`src/sv/dsl_pkg.sv`:
```
package dsl_pkg;

    localparam int FREQ_WORD_BITS = 32;
    localparam int PHASE_BITS     = 5;
    localparam int CTRL_BITS      = 3;
    localparam int FREQ_BITS      = 26;
    localparam int PHASE_IN_BITS  = 10;
    localparam int SWEEP_BITS     = 28;
    localparam int CFG_IDX_BITS   = 3;
    localparam int CFG_DATA_BITS  = 32;
    localparam int PULSE_CNT_BITS = 6;

    localparam logic [2:0] MODE_LOAD    = 3'd0;
    localparam logic [2:0] MODE_PWDN    = 3'd1;
    localparam logic [2:0] MODE_RESET   = 3'd2;
    localparam logic [2:0] MODE_RESTART = 3'd3;
    localparam logic [2:0] MODE_STEP    = 3'd4;

    localparam logic [1:0] KIND_CLK = 2'd0;
    localparam logic [1:0] KIND_UPD = 2'd1;
    localparam logic [1:0] KIND_RST = 2'd2;

    localparam logic [1:0] SWEEP_UP     = 2'd0;
    localparam logic [1:0] SWEEP_DOWN   = 2'd1;
    localparam logic [1:0] SWEEP_BOUNCE = 2'd2;

    localparam logic [CFG_IDX_BITS-1:0] REG_TUNING    = 3'd0;
    localparam logic [CFG_IDX_BITS-1:0] REG_SWEEP_MIN = 3'd1;
    localparam logic [CFG_IDX_BITS-1:0] REG_SWEEP_MAX = 3'd2;
    localparam logic [CFG_IDX_BITS-1:0] REG_SWEEP_INC = 3'd3;
    localparam logic [CFG_IDX_BITS-1:0] REG_SWEEP_KND = 3'd4;

    localparam logic [31:0] TUNING_RESET = 32'd576460752;
    localparam logic [FREQ_BITS-1:0] SWEEP_MIN_RESET = 26'd0;
    localparam logic [FREQ_BITS-1:0] SWEEP_MAX_RESET = 26'd1000000;
    localparam logic [FREQ_BITS-1:0] SWEEP_INC_RESET = 26'd1000;

    localparam logic [PHASE_IN_BITS-1:0] DEG_360 = 10'd360;
    localparam logic [PHASE_IN_BITS-1:0] DEG_720 = 10'd720;
    // floor(x / 23) for x up to 720: x * ceil(2^16 / 23) >> 16
    localparam logic [11:0] RECIP_23   = 12'd2850;
    localparam int          RECIP_SHFT = 16;

    localparam logic [7:0] PD_WORD = 8'h04;

    localparam logic [PULSE_CNT_BITS-1:0] LOAD_LAST  = 6'd40;
    localparam logic [PULSE_CNT_BITS-1:0] PWDN_LAST  = 6'd9;
    localparam logic [PULSE_CNT_BITS-1:0] RESET_PRE  = 6'd3;
    localparam logic [PULSE_CNT_BITS-1:0] POS_CTRL   = 6'd32;
    localparam logic [PULSE_CNT_BITS-1:0] POS_PHASE  = 6'd35;

    typedef enum logic [1:0] {
        CMD_LOAD,
        CMD_PWDN,
        CMD_RESET
    } t_cmd;

    typedef struct packed {
        t_cmd                      cmd;
        logic [FREQ_WORD_BITS-1:0] word;
        logic [PHASE_BITS-1:0]     idx;
    } t_entry;

    typedef struct packed {
        logic [31:0]          tuning_per_hz;
        logic [FREQ_BITS-1:0] sweep_min;
        logic [FREQ_BITS-1:0] sweep_max;
        logic [FREQ_BITS-1:0] sweep_increment;
        logic [1:0]           sweep_kind;
    } t_cfg;

endpackage

```
`src/sv/dsl_cmd_if.sv`:
```
interface dsl_cmd_if;
    logic        valid;
    logic        ready;
    logic [2:0]  mode;
    logic [25:0] frequency_hz;
    logic [9:0]  phase_degrees;

    modport source (output valid, output mode, output frequency_hz, output phase_degrees,
                    input ready);
    modport sink (input valid, input mode, input frequency_hz, input phase_degrees,
                  output ready);
endinterface

```
`src/sv/dsl_pulse_if.sv`:
```
interface dsl_pulse_if;
    logic       valid;
    logic       ready;
    logic       serial_data;
    logic [1:0] pulse_kind;
    logic       last_of_run;

    modport source (output valid, output serial_data, output pulse_kind, output last_of_run,
                    input ready);
    modport sink (input valid, input serial_data, input pulse_kind, input last_of_run,
                  output ready);
endinterface

```
`src/sv/dds_serial_loader_with_sweep.sv`:
```
// Channel   Dir  Fields                                  Transfer
// i_cmd     in   mode, frequency_hz, phase_degrees       valid & ready
// o_pulse   out  serial_data, pulse_kind, last_of_run    valid & ready
// i_cfg_*   in   register index, data                    i_cfg_we
//
// One pulse per cycle while o_pulse is ready: load and sweep commands send 41 pulses,
// power down 10, reset sequence 44; the pulse sequencer sets the rate.
// A command is accepted while the command queue (QUEUE_DEPTH entries) has room.
// Reset is synchronous, active low; it empties the queue and clears the sweep state.
// A stall on o_pulse holds the pulse register and the sequencer.
module dds_serial_loader_with_sweep
    import dsl_pkg::*;
#(
    parameter int QUEUE_DEPTH = 2
) (
    input  logic                     i_clk,
    input  logic                     i_rst_n,
    input  logic                     i_cfg_we,
    input  logic [CFG_IDX_BITS-1:0]  i_cfg_idx,
    input  logic [CFG_DATA_BITS-1:0] i_cfg_data,
    dsl_cmd_if.sink                  i_cmd,
    dsl_pulse_if.source              o_pulse
);

    t_cfg   r_cfg;
    logic   q_full;
    logic   q_push;
    logic   q_pop;
    logic   q_valid;
    t_entry q_entry;
    t_entry q_head;

    always_ff @(posedge i_clk) begin
        if (!i_rst_n) begin
            r_cfg.tuning_per_hz   <= TUNING_RESET;
            r_cfg.sweep_min       <= SWEEP_MIN_RESET;
            r_cfg.sweep_max       <= SWEEP_MAX_RESET;
            r_cfg.sweep_increment <= SWEEP_INC_RESET;
            r_cfg.sweep_kind      <= SWEEP_UP;
        end else if (i_cfg_we) begin
            unique case (i_cfg_idx)
                REG_TUNING:    r_cfg.tuning_per_hz   <= i_cfg_data;
                REG_SWEEP_MIN: r_cfg.sweep_min       <= i_cfg_data[FREQ_BITS-1:0];
                REG_SWEEP_MAX: r_cfg.sweep_max       <= i_cfg_data[FREQ_BITS-1:0];
                REG_SWEEP_INC: r_cfg.sweep_increment <= i_cfg_data[FREQ_BITS-1:0];
                REG_SWEEP_KND: r_cfg.sweep_kind      <= i_cfg_data[1:0];
                default: ;
            endcase
        end
    end

    dsl_front u_front (
        .i_clk     (i_clk),
        .i_rst_n   (i_rst_n),
        .i_cfg     (r_cfg),
        .i_cmd     (i_cmd),
        .i_q_full  (q_full),
        .o_q_push  (q_push),
        .o_q_entry (q_entry)
    );

    dsl_queue #(
        .DEPTH (QUEUE_DEPTH)
    ) u_queue (
        .i_clk   (i_clk),
        .i_rst_n (i_rst_n),
        .i_push  (q_push),
        .i_entry (q_entry),
        .i_pop   (q_pop),
        .o_full  (q_full),
        .o_valid (q_valid),
        .o_head  (q_head)
    );

    dsl_back u_back (
        .i_clk     (i_clk),
        .i_rst_n   (i_rst_n),
        .i_q_valid (q_valid),
        .i_q_head  (q_head),
        .o_q_pop   (q_pop),
        .o_pulse   (o_pulse)
    );

endmodule

```
`src/sv/dsl_front.sv`:
```
module dsl_front
    import dsl_pkg::*;
(
    input  logic      i_clk,
    input  logic      i_rst_n,
    input  t_cfg      i_cfg,
    dsl_cmd_if.sink   i_cmd,
    input  logic      i_q_full,
    output logic      o_q_push,
    output t_entry    o_q_entry
);

    logic [SWEEP_BITS-1:0]     r_sweep_freq, n_sweep_freq;
    logic                      r_sweep_desc, n_sweep_desc;
    logic [SWEEP_BITS-1:0]     base;
    logic                      desc;
    logic [SWEEP_BITS-1:0]     sum_up, sum_dn;
    logic signed [SWEEP_BITS-1:0] lo, hi;
    logic                      accept;
    logic                      is_sweep;
    t_cmd                      entry_cmd;
    logic [FREQ_BITS:0]        f_op;
    logic [FREQ_BITS+32:0]     f_prod;
    logic [PHASE_IN_BITS-1:0]  phase_sel;
    logic [PHASE_IN_BITS-1:0]  phase_wrap;
    logic [PHASE_IN_BITS-1:0]  phase_x2;
    logic [21:0]               idx_prod;

    assign i_cmd.ready = !i_q_full;
    assign accept      = i_cmd.valid && !i_q_full;
    assign is_sweep    = (i_cmd.mode == MODE_RESTART) || (i_cmd.mode == MODE_STEP);
    assign lo          = $signed({2'b00, i_cfg.sweep_min});
    assign hi          = $signed({2'b00, i_cfg.sweep_max});

    always_comb begin
        base = r_sweep_freq;
        desc = r_sweep_desc;
        if (i_cmd.mode == MODE_RESTART) begin
            if (i_cfg.sweep_kind == SWEEP_DOWN) begin
                base = {2'b00, i_cfg.sweep_max};
                desc = 1'b1;
            end else begin
                base = {2'b00, i_cfg.sweep_min};
                desc = 1'b0;
            end
        end
    end

    assign sum_up = base + {2'b00, i_cfg.sweep_increment};
    assign sum_dn = base - {2'b00, i_cfg.sweep_increment};

    always_comb begin
        n_sweep_desc = desc;
        unique case (i_cfg.sweep_kind)
            SWEEP_DOWN: begin
                n_sweep_freq = sum_dn;
                if ($signed(sum_dn) < lo) begin
                    n_sweep_freq = {2'b00, i_cfg.sweep_max};
                end
            end
            SWEEP_BOUNCE: begin
                n_sweep_freq = desc ? sum_dn : sum_up;
                if (($signed(n_sweep_freq) > hi) || ($signed(n_sweep_freq) < lo)) begin
                    n_sweep_desc = !desc;
                end
            end
            default: begin
                n_sweep_freq = sum_up;
                if ($signed(sum_up) > hi) begin
                    n_sweep_freq = {2'b00, i_cfg.sweep_min};
                end
            end
        endcase
    end

    always_comb begin
        f_op      = '0;
        phase_sel = '0;
        entry_cmd = CMD_LOAD;
        unique case (i_cmd.mode)
            MODE_LOAD: begin
                f_op      = {1'b0, i_cmd.frequency_hz};
                phase_sel = i_cmd.phase_degrees;
            end
            MODE_PWDN:  entry_cmd = CMD_PWDN;
            MODE_RESET: entry_cmd = CMD_RESET;
            MODE_RESTART, MODE_STEP: begin
                f_op = base[SWEEP_BITS-1] ? '0 : base[FREQ_BITS:0];
            end
            default: f_op = '0;
        endcase
    end

    assign o_q_entry.cmd  = entry_cmd;
    assign f_prod         = f_op * i_cfg.tuning_per_hz;
    assign o_q_entry.word = f_prod[24 +: FREQ_WORD_BITS];

    always_comb begin
        if (phase_sel > DEG_720) begin
            phase_wrap = phase_sel - DEG_720;
        end else if (phase_sel > DEG_360) begin
            phase_wrap = phase_sel - DEG_360;
        end else begin
            phase_wrap = phase_sel;
        end
    end

    assign phase_x2      = {phase_wrap[PHASE_IN_BITS-2:0], 1'b0};
    assign idx_prod      = phase_x2 * RECIP_23;
    assign o_q_entry.idx = idx_prod[RECIP_SHFT +: PHASE_BITS];

    assign o_q_push = accept && (i_cmd.mode <= MODE_STEP);

    always_ff @(posedge i_clk) begin
        if (!i_rst_n) begin
            r_sweep_freq <= '0;
            r_sweep_desc <= 1'b0;
        end else if (accept && is_sweep) begin
            r_sweep_freq <= n_sweep_freq;
            r_sweep_desc <= n_sweep_desc;
        end
    end

endmodule

```
`src/sv/dsl_queue.sv`:
```
module dsl_queue
    import dsl_pkg::*;
#(
    parameter int DEPTH = 2
) (
    input  logic   i_clk,
    input  logic   i_rst_n,
    input  logic   i_push,
    input  t_entry i_entry,
    input  logic   i_pop,
    output logic   o_full,
    output logic   o_valid,
    output t_entry o_head
);

    localparam int PTR_BITS = (DEPTH > 1) ? $clog2(DEPTH) : 1;
    localparam int CNT_BITS = $clog2(DEPTH + 1);
    localparam logic [PTR_BITS-1:0] PTR_LAST = PTR_BITS'(DEPTH - 1);
    localparam logic [CNT_BITS-1:0] CNT_FULL = CNT_BITS'(DEPTH);

    t_entry              r_mem [DEPTH];
    logic [PTR_BITS-1:0] r_wr_ptr, r_rd_ptr;
    logic [CNT_BITS-1:0] r_count;

    assign o_full  = (r_count == CNT_FULL);
    assign o_valid = (r_count != '0);
    assign o_head  = r_mem[r_rd_ptr];

    always_ff @(posedge i_clk) begin
        if (i_push) begin
            r_mem[r_wr_ptr] <= i_entry;
        end
    end

    always_ff @(posedge i_clk) begin
        if (!i_rst_n) begin
            r_wr_ptr <= '0;
            r_rd_ptr <= '0;
            r_count  <= '0;
        end else begin
            if (i_push) begin
                r_wr_ptr <= (r_wr_ptr == PTR_LAST) ? '0 : r_wr_ptr + 1'b1;
            end
            if (i_pop) begin
                r_rd_ptr <= (r_rd_ptr == PTR_LAST) ? '0 : r_rd_ptr + 1'b1;
            end
            if (i_push && !i_pop) begin
                r_count <= r_count + 1'b1;
            end else if (i_pop && !i_push) begin
                r_count <= r_count - 1'b1;
            end
        end
    end

endmodule

```
`src/sv/dsl_back.sv`:
```
module dsl_back
    import dsl_pkg::*;
(
    input  logic        i_clk,
    input  logic        i_rst_n,
    input  logic        i_q_valid,
    input  t_entry      i_q_head,
    output logic        o_q_pop,
    dsl_pulse_if.source o_pulse
);

    logic [PULSE_CNT_BITS-1:0] r_cnt;
    logic                      r_valid;
    logic                      r_data;
    logic [1:0]                r_kind;
    logic                      r_last;
    logic                      step;
    logic [PULSE_CNT_BITS-1:0] lpos;
    logic [PULSE_CNT_BITS-1:0] psub;
    logic [PULSE_CNT_BITS-1:0] pdsub;
    logic                      l_data, n_data;
    logic [1:0]                l_kind, n_kind;
    logic                      n_last;

    assign step = i_q_valid && (!r_valid || o_pulse.ready);

    assign lpos  = (i_q_head.cmd == CMD_RESET) ? r_cnt - RESET_PRE : r_cnt;
    assign psub  = lpos - POS_PHASE;
    assign pdsub = r_cnt - 6'd1;

    always_comb begin
        l_data = 1'b0;
        l_kind = KIND_CLK;
        if (lpos < POS_CTRL) begin
            l_data = i_q_head.word[lpos[4:0]];
        end else if (lpos < POS_PHASE) begin
            l_data = 1'b0;
        end else if (lpos < LOAD_LAST) begin
            l_data = i_q_head.idx[psub[2:0]];
        end else begin
            l_kind = KIND_UPD;
        end
    end

    always_comb begin
        n_data = 1'b0;
        n_kind = KIND_CLK;
        n_last = 1'b0;
        unique case (i_q_head.cmd)
            CMD_PWDN: begin
                n_last = (r_cnt == PWDN_LAST);
                if ((r_cnt == '0) || n_last) begin
                    n_kind = KIND_UPD;
                end else begin
                    n_data = PD_WORD[pdsub[2:0]];
                end
            end
            CMD_RESET: begin
                if (r_cnt == 6'd0) begin
                    n_kind = KIND_CLK;
                end else if (r_cnt == 6'd1) begin
                    n_kind = KIND_RST;
                end else if (r_cnt == 6'd2) begin
                    n_kind = KIND_UPD;
                end else begin
                    n_data = l_data;
                    n_kind = l_kind;
                    n_last = (lpos == LOAD_LAST);
                end
            end
            default: begin
                n_data = l_data;
                n_kind = l_kind;
                n_last = (lpos == LOAD_LAST);
            end
        endcase
    end

    assign o_q_pop = step && n_last;

    always_ff @(posedge i_clk) begin
        if (!i_rst_n) begin
            r_cnt   <= '0;
            r_valid <= 1'b0;
        end else begin
            if (step) begin
                r_valid <= 1'b1;
                r_cnt   <= n_last ? '0 : r_cnt + 1'b1;
            end else if (o_pulse.ready) begin
                r_valid <= 1'b0;
            end
        end
    end

    always_ff @(posedge i_clk) begin
        if (step) begin
            r_data <= n_data;
            r_kind <= n_kind;
            r_last <= n_last;
        end
    end

    assign o_pulse.valid       = r_valid;
    assign o_pulse.serial_data = r_data;
    assign o_pulse.pulse_kind  = r_kind;
    assign o_pulse.last_of_run = r_last;

endmodule

```
`src/flat_wrapper.sv`:
```
// flat-port wrapper written by rule: the top's interface ports become plain ports
module dds_serial_loader_with_sweep_flat import dsl_pkg::*;
#(
    parameter int QUEUE_DEPTH = 2
)
  (i_clk, i_rst_n, i_cfg_we, i_cfg_idx, i_cfg_data, i_cmd_valid, i_cmd_mode, i_cmd_frequency_hz, i_cmd_phase_degrees, i_cmd_ready, o_pulse_valid, o_pulse_serial_data, o_pulse_pulse_kind, o_pulse_last_of_run, o_pulse_ready);
  dsl_cmd_if i_cmd_i ();
  dsl_pulse_if o_pulse_i ();
  input  logic i_clk;
  input  logic i_rst_n;
  input  logic i_cfg_we;
  input  logic [CFG_IDX_BITS-1:0] i_cfg_idx;
  input  logic [CFG_DATA_BITS-1:0] i_cfg_data;
  input wire logic [$bits(i_cmd_i.valid)-1:0] i_cmd_valid;
  input wire logic [$bits(i_cmd_i.mode)-1:0] i_cmd_mode;
  input wire logic [$bits(i_cmd_i.frequency_hz)-1:0] i_cmd_frequency_hz;
  input wire logic [$bits(i_cmd_i.phase_degrees)-1:0] i_cmd_phase_degrees;
  output wire logic [$bits(i_cmd_i.ready)-1:0] i_cmd_ready;
  output wire logic [$bits(o_pulse_i.valid)-1:0] o_pulse_valid;
  output wire logic [$bits(o_pulse_i.serial_data)-1:0] o_pulse_serial_data;
  output wire logic [$bits(o_pulse_i.pulse_kind)-1:0] o_pulse_pulse_kind;
  output wire logic [$bits(o_pulse_i.last_of_run)-1:0] o_pulse_last_of_run;
  input wire logic [$bits(o_pulse_i.ready)-1:0] o_pulse_ready;
  assign i_cmd_i.valid = i_cmd_valid;
  assign i_cmd_i.mode = i_cmd_mode;
  assign i_cmd_i.frequency_hz = i_cmd_frequency_hz;
  assign i_cmd_i.phase_degrees = i_cmd_phase_degrees;
  assign i_cmd_ready = i_cmd_i.ready;
  assign o_pulse_valid = o_pulse_i.valid;
  assign o_pulse_serial_data = o_pulse_i.serial_data;
  assign o_pulse_pulse_kind = o_pulse_i.pulse_kind;
  assign o_pulse_last_of_run = o_pulse_i.last_of_run;
  assign o_pulse_i.ready = o_pulse_ready;
  dds_serial_loader_with_sweep #(.QUEUE_DEPTH(QUEUE_DEPTH)) u_core (.i_clk(i_clk), .i_rst_n(i_rst_n), .i_cfg_we(i_cfg_we), .i_cfg_idx(i_cfg_idx), .i_cfg_data(i_cfg_data), .i_cmd(i_cmd_i), .o_pulse(o_pulse_i));
endmodule
```
`config.mk`:
```
export PLATFORM = sky130hd
export DESIGN_NAME = dds_serial_loader_with_sweep_flat
export DESIGN_NICKNAME = d
export VERILOG_FILES = /design/src/sv/dsl_pkg.sv /design/src/sv/dsl_cmd_if.sv /design/src/sv/dsl_pulse_if.sv /design/src/sv/dds_serial_loader_with_sweep.sv /design/src/sv/dsl_front.sv /design/src/sv/dsl_queue.sv /design/src/sv/dsl_back.sv /design/src/flat_wrapper.sv
export SDC_FILE = /design/constraint.sdc
export NUM_CORES = 2
export LEC_CHECK = 0
export ABC_AREA = 1
export BUFFER_PORTS_ARGS = -buffer_cell sky130_fd_sc_hd__buf_2
export CAP_MARGIN = 30
export CORE_ASPECT_RATIO = 0.9
export CORE_MARGIN = 2
export CORE_UTILIZATION = 38
export DETAILED_ROUTE_END_ITERATION = 10
export PLACE_DENSITY_LB_ADDON = 0.1
export SLEW_MARGIN = 20
export SYNTH_ARGS = -nofsm -noshare
export SYNTH_HDL_FRONTEND = slang
export SYNTH_SLANG_ARGS = --single-unit
```
`constraint.sdc`:
```
create_clock -name i_clk -period 10.1 [get_ports i_clk]
set_clock_uncertainty 0.1 [all_clocks]
set_input_delay 2.02 -clock i_clk [delete_from_list [all_inputs] [get_ports i_clk]]
set_output_delay 2.02 -clock i_clk [all_outputs]
set_load 0.005 [all_outputs]
```
==> After elaboration in Yosys (flattened, before gate mapping) <==
Memory sizes are Yosys's and may differ from the RTL's. A register that Yosys moved wholly into a read port is not among the register bits.
Index checks and enable logic that the tools add are counted.
{ "totals": {"ff_bits": 156, "latch_bits": 0, "mem_bits_rw": 78, "mem_bits_ro": 8, "output_inout_bits": 6, "elab_cells": 142, "mem_count": 2} }
{ "classes": {"add_sub_neg": 12, "multipliers": 2, "div_mod_pow": 0, "n_lt_le_gt_ge": 13, "n_eq_ne": 17, "shift": 0, "n_mux": 53, "bitwise_logic": 0, "reduce_logical": 28} }
{ "memory_table": {"columns": ["name", "depth", "word_bits", "read_ports", "rd_clocked_by_memory_dff", "wr", "line_no", "text"], "rows": [
  ["u_core.u_queue.r_mem", 2, 39, 1, 1, 1, "dsl_queue.sv:21", "t_entry r_mem [DEPTH];"],
  ["(name not given)", 8, 1, 1, 0, 0, "dsl_back.sv:55", "n_data = PD_WORD[pdsub[2:0]];"]
]} }
{ "op_table": {"columns": ["op", "n"], "rows": [
  ["28-bit 2-to-1 mux", 4],
  ["28-bit by 27-bit > comparator with 1-bit output", 2],
  ["28-bit by 27-bit less-than comparator with 1-bit output", 2],
  ["27-bit by 32-bit multiplier with 56-bit output", 1],
  ["28-bit case mux with 2 select lines", 1],
  ["27-bit case mux with 2 select lines", 1],
  ["1-bit 2-to-1 mux", 29],
  ["28-bit by 26-bit adder with 28-bit output", 1],
  ["28-bit by 26-bit subtractor with 28-bit output", 1],
  ["27-bit 2-to-1 mux", 1],
  ["26-bit 2-to-1 mux", 1],
  ["9-bit by 11-bit multiplier with 19-bit output, second input constant", 1],
  ["6-bit less-than comparator, second input constant", 3],
  ["9-bit 2-to-1 mux", 2],
  ["3-bit by 2-bit equality test with 1-bit output, second input constant", 4],
  ["6-bit 2-to-1 mux", 2],
  ["10-bit > comparator, second input constant", 1],
  ["10-bit by 9-bit > comparator with 1-bit output, second input constant", 1],
  ["10-bit 2-to-1 mux", 1],
  ["2-bit 2-to-1 mux", 5],
  ["2-bit AND reduction", 5],
  ["9-bit by 8-bit subtractor with 9-bit output, second input constant", 1],
  ["9-bit subtractor, second input constant", 1],
  ["3-bit by 4-bit less-than comparator with 1-bit output, second input constant", 2],
  ["other kinds (28)", 52]
]} }

==> Longest topological paths before layout <==
{ "depth": {"depth_word": 12, "mapped_depth": 42, "mapped_depth_nobuf": 39} }

==> Modules after synthesis <==
A second synthesis with hierarchy kept.
{ "hier_totals": {"hier_cells": 6272, "area_unflattened_um2": 46737.3} }
{ "by_module_without_submodules": {"columns": ["module", "instances", "cells_each", "area_per_inst_um2", "seq_area_each_um2"], "rows": [
  ["dsl_front", 1, 5294, 38017.7, 580.6],
  ["dds_serial_loader_with_sweep", 1, 627, 4426.7, 2242.2],
  ["dsl_queue", 1, 156, 3088.0, 2442.3],
  ["dsl_back", 1, 195, 1204.9, 260.2]
]} }

==> Worst setup path before layout <==
Ideal clock, no wire load.
{ "synth_timing": {"path_type": "input to register", "from": "input i_cmd_mode[2]", "to": "memory u_core.u_queue.r_mem[0][24] in the netlist's numbering (data pin)", "setup_ns": 0.256, "arrival_ns": 8.654, "required_time_ns": 9.744, "slack_ns": 1.090, "cell_stages": 38, "cell_sequence": "inv_2 > nand3_4 > inv_2 > nor2_2 > nor2_4 > buf_2 > buf_2 > nand2_1 > o21ai_2 > clkbuf_1 > nand2_1 > fa_1 > inv_1 > fa_1 > inv_1 > fa_1 > fa_1 > inv_1 > (+2 left out) > inv_1 > fa_1 > inv_1 > ha_1 > a21oi_1 > o21a_1 > inv_1 > a21oi_1 > a21boi_0 > nand2_2 > nand2_1 > nand2_1 > nand2_1 > nand2_1 > nand2_1 > nand2_1 > nand2_1 > nand2_1"} }
{ "synth_lines": {"columns": ["element", "line_no", "text"], "rows": [
  ["from (decl)", "flat_wrapper.sv:15", "input wire logic [$bits(i_cmd_i.mode)-1:0] i_cmd_mode;"],
  ["to (decl)", "dsl_queue.sv:21", null]
]} }

==> metrics.cfg <==
[status]
status = finished clean

[detailed_routing]
wl_per_cell_um = 22.7
drc = 0
via_count = 40200
wl_um = 175000
vias_per_cell = 5.20
ant_nets = 0
dr.pass1.iters = 6
drt_iter0_markers = 3663

[worst_setup_path]
slowest_stage = fa_1
critical-path-top-delay-family = adder cells
end_kind = register
slowest_delay_ns = 0.53
critical_path_arrival_ns = 9.59
cp.required_ns = 10.35
worstSetupPathType = primary input to register
crit_fanout = 20
cp_common_cell = fa_1
worst_setup_path_start_kind = primary input
critical_path_buf_inv_count = 12

[cts]
cts_hold_buf = 0
numCtsBuffers = 36
clock-sinks = 235
cts.reportedPaths.clkPinSlew_ns = 0.06
post_cts.repair.setup_buffers = 0
clock_latency_ns = 0.64
clk_path_buf_depth = 3
cts_max_level = 2
cts_tree = yes
cts_resized = 0
cts-root-buf = clkbuf_16

[sta]
clock.fmax_mhz = 107
max-slew-margin-rel_pct = 35.5
fin_crit_sh_pct = 92.5
tightestPinTransition_ns = 0.967
rsz0062_at_grt = false
tns_ns = 0
setup_viol = 0
min_period_ns = 9.34
slew_violations = 0
finalHoldViolations = 0
setup_slack_ns = 0.757

[global_routing]
grt-ovfl-total = 0
grt_max_degree = 65
grt_antenna_before_repair = 7
grt_pass1_wl_um = 265000
grt_util_all_layers_pct = 29.0
grt_pass1_vias = 41000

[die]
ioPinCount = 85
die_y_um = 333
die_w_um = 370
initial_utilization_pct = 38.4
core_um2 = 119000
rows = 120
dieArea_um2 = 123000

[synth]
yosysMostFrequentCell = inv_1
synthTopCellsByCount = 1282 x inv_1, 1262 x nand2_1, 759 x fa_1
yosys.area.top_type = fa_1
ys_types = 55
synth_area_um2 = 45700
synthSimpleGateAreaFrac_pct = 19.2
synthesis.instances = 6065
synth_top_family_by_area = adder cells
seq_area_frac_synth_pct = 12.1
synth_flop_cell = dfxtp_1
postSynthAreaPerCell_um2 = 7.53
synthXorXnorAreaFrac_pct = 1.36
postSynthNetCount = 7298
synth_top_area_share_pct = 33.3
synth_compound_area_share_pct = 10.1
muxShareOfSynthArea_pct = 0.0438
synth_edf_count = 82
ys_top_cells_by_area = fa_1 33%, ha_1 11%, inv_1 11%, nand2_1 10%, dfxtp_1 6.7%
synthAdderAreaFrac_pct = 44.1
ys_warn_count = 0
synth-async-reset-ratio_pct = 0
ys_ff_latch = 235

[final_layout]
fin_area_um2 = 49800
area_delta_synth_final_pct = 9.01
drive_gt1_share_pct = 6.71
nets = 7345
multi_input_area_um2 = 34200
ff_latch_area_um2 = 5530
nFillCells = 12500

[pwr]
p_leak_nw = 25.3
irDropWorstVdd_mv = 0.0953
p_per_area_nw_per_um2 = 117

[flow_run]
maxCapViolCount = 0

[placed_design]
hpwl_um = 144000
gp_congestion = 0.969
place_area_um2 = 48400
port-buffer-count = 84
pre_cts_ws_ns = 0.302

[min_path]
hold_path.class = register to register

==> logic make-up after synthesis <==
kind of cell               count (synthesis)
AOI/OAI and AO/OA                        835
muxes                                      2
and+or+nand+nor                         2183
buffers and inverters                   1585
DFF                                      235
xor gates and xnor gates                  71
adders and majority gates               1154
==> power breakdown <==
part / leakage [nW] / total (W) / switching, W / internal, W
Clock: 0.615 / 0.00141 / 0.000568 / 0.000838
Sequential: 2.01 / 0.00119 / 0.0000361 / 0.00115
Combinational: 22.6 / 0.00323 / 0.00217 / 0.00106
Total: 25.3 / 0.00582 / 0.00278 / 0.00305
==> placed cells by master, fill, tap and decap left out, drive strengths merged, types with 3 or more instances in the layout <==
| cell type | n |
|---|---|
| nor2 | 615 |
| o31ai | 6 |
| xnor2 | 17 |
| edfxtp | 82 |
| nand3b | 3 |
| o221ai | 4 |
| o21a | 21 |
| xor2 | 54 |
| fa | 759 |
| clkinv | 32 |
| o21bai | 11 |
| nand4 | 35 |
| a21boi | 3 |
| a22oi | 7 |
| nor4 | 9 |
| ha | 395 |
| nand2 | 1269 |
| clkinvlp | 4 |
| a31oi | 8 |
| or2 | 8 |
| and3 | 4 |
| inv | 1314 |
| o21ai | 327 |
| buf | 258 |
| o22ai | 18 |
| and2 | 16 |
| a21o | 15 |
| clkbuf | 45 |
| bufinv | 5 |
| o211ai | 30 |
| nand3 | 180 |
| nor3 | 43 |
| a21oi | 372 |
| dfxtp | 153 |
| a211oi | 8 |
==> through the flow <==
stage	total power (W)	hold slack [ns]	utilization [%]	instances
2_1_floorplan	0.00329	0.351	-	6065
3_3_place_gp	0.00440	0.373	40.6	7650
3_5_place_dp	0.00440	0.380	40.7	7655
4_1_cts	0.00584	0.389	41.8	7719
5_1_grt	0.00629	0.415	41.8	7724
6_report	0.00582	0.387	41.8	7725
==> cell type report <==
type	count	share of cell area, %
Multi-Input combinational cell	4245	68.6
Tap cell	1586	3.98
Clock buffer	44	1.99
Inverter	1335	10.1
Antenna cell	1	0.00502
Sequential cell	235	11.1
Timing Repair Buffer	259	3.64
Clock inverter	20	0.595
==> path summary, 6_finish.rpt <==
| path | cells after the start | to | from | slack [ns] |
|---|---|---|---|---|
| max | 34 | u_core.u_queue.r_mem[1][35]$_DFFE_PP_ | i_cmd_mode[2] | 0.76 |
| min | 2 | u_core.r_cfg[17]$_SDFFE_PN0P_ | u_core.r_cfg[17]$_SDFFE_PN0P_ | 0.39 |
| max reg2reg | 34 | u_core.u_queue.r_mem[1][35]$_DFFE_PP_ | u_core.r_cfg[1]$_SDFFE_PN0P_ | 1.38 |
| min reg2reg | 2 | u_core.r_cfg[17]$_SDFFE_PN0P_ | u_core.r_cfg[17]$_SDFFE_PN0P_ | 0.39 |
==> flip-flops by register name, summed over array words and instances, names as in the netlist, named ones only <==
signal / flops
u_core.r_cfg: 112
u_core.u_back.o_pulse.last_of_run: 1
u_core.u_back.o_pulse.pulse_kind: 2
u_core.u_back.o_pulse.serial_data: 1
u_core.u_back.o_pulse.valid: 1
u_core.u_back.r_cnt: 6
u_core.u_front.r_sweep_desc: 1
u_core.u_front.r_sweep_freq: 28
u_core.u_queue.r_count: 2
u_core.u_queue.r_mem: 78
u_core.u_queue.r_rd_ptr: 1
u_core.u_queue.r_wr_ptr: 1
==> worst reg2reg max path, delay by kind of cell (launching register included) <==
kind / cells / cell delay (ns)
adder cells (fa/ha/maj): 9 / 4.15
XOR/XNOR: 1 / 0.16
flip-flops: 1 / 0.35
AO/OA/AOI/OAI: 8 / 1.73
buffers and inverters: 11 / 1.38
AND/OR/NAND/NOR: 5 / 0.60
==> metal layers <==
layer  share of wire [%]  vias up  GRT usage, %
met5              0.0051        -             0
met2                  42     1377          43.1
met1                  46    20100          42.6
met4                 2.7        2          7.49
li1                    -    18500             -
met3                 8.7      209          6.09
(Power assumes the default switching activity.)
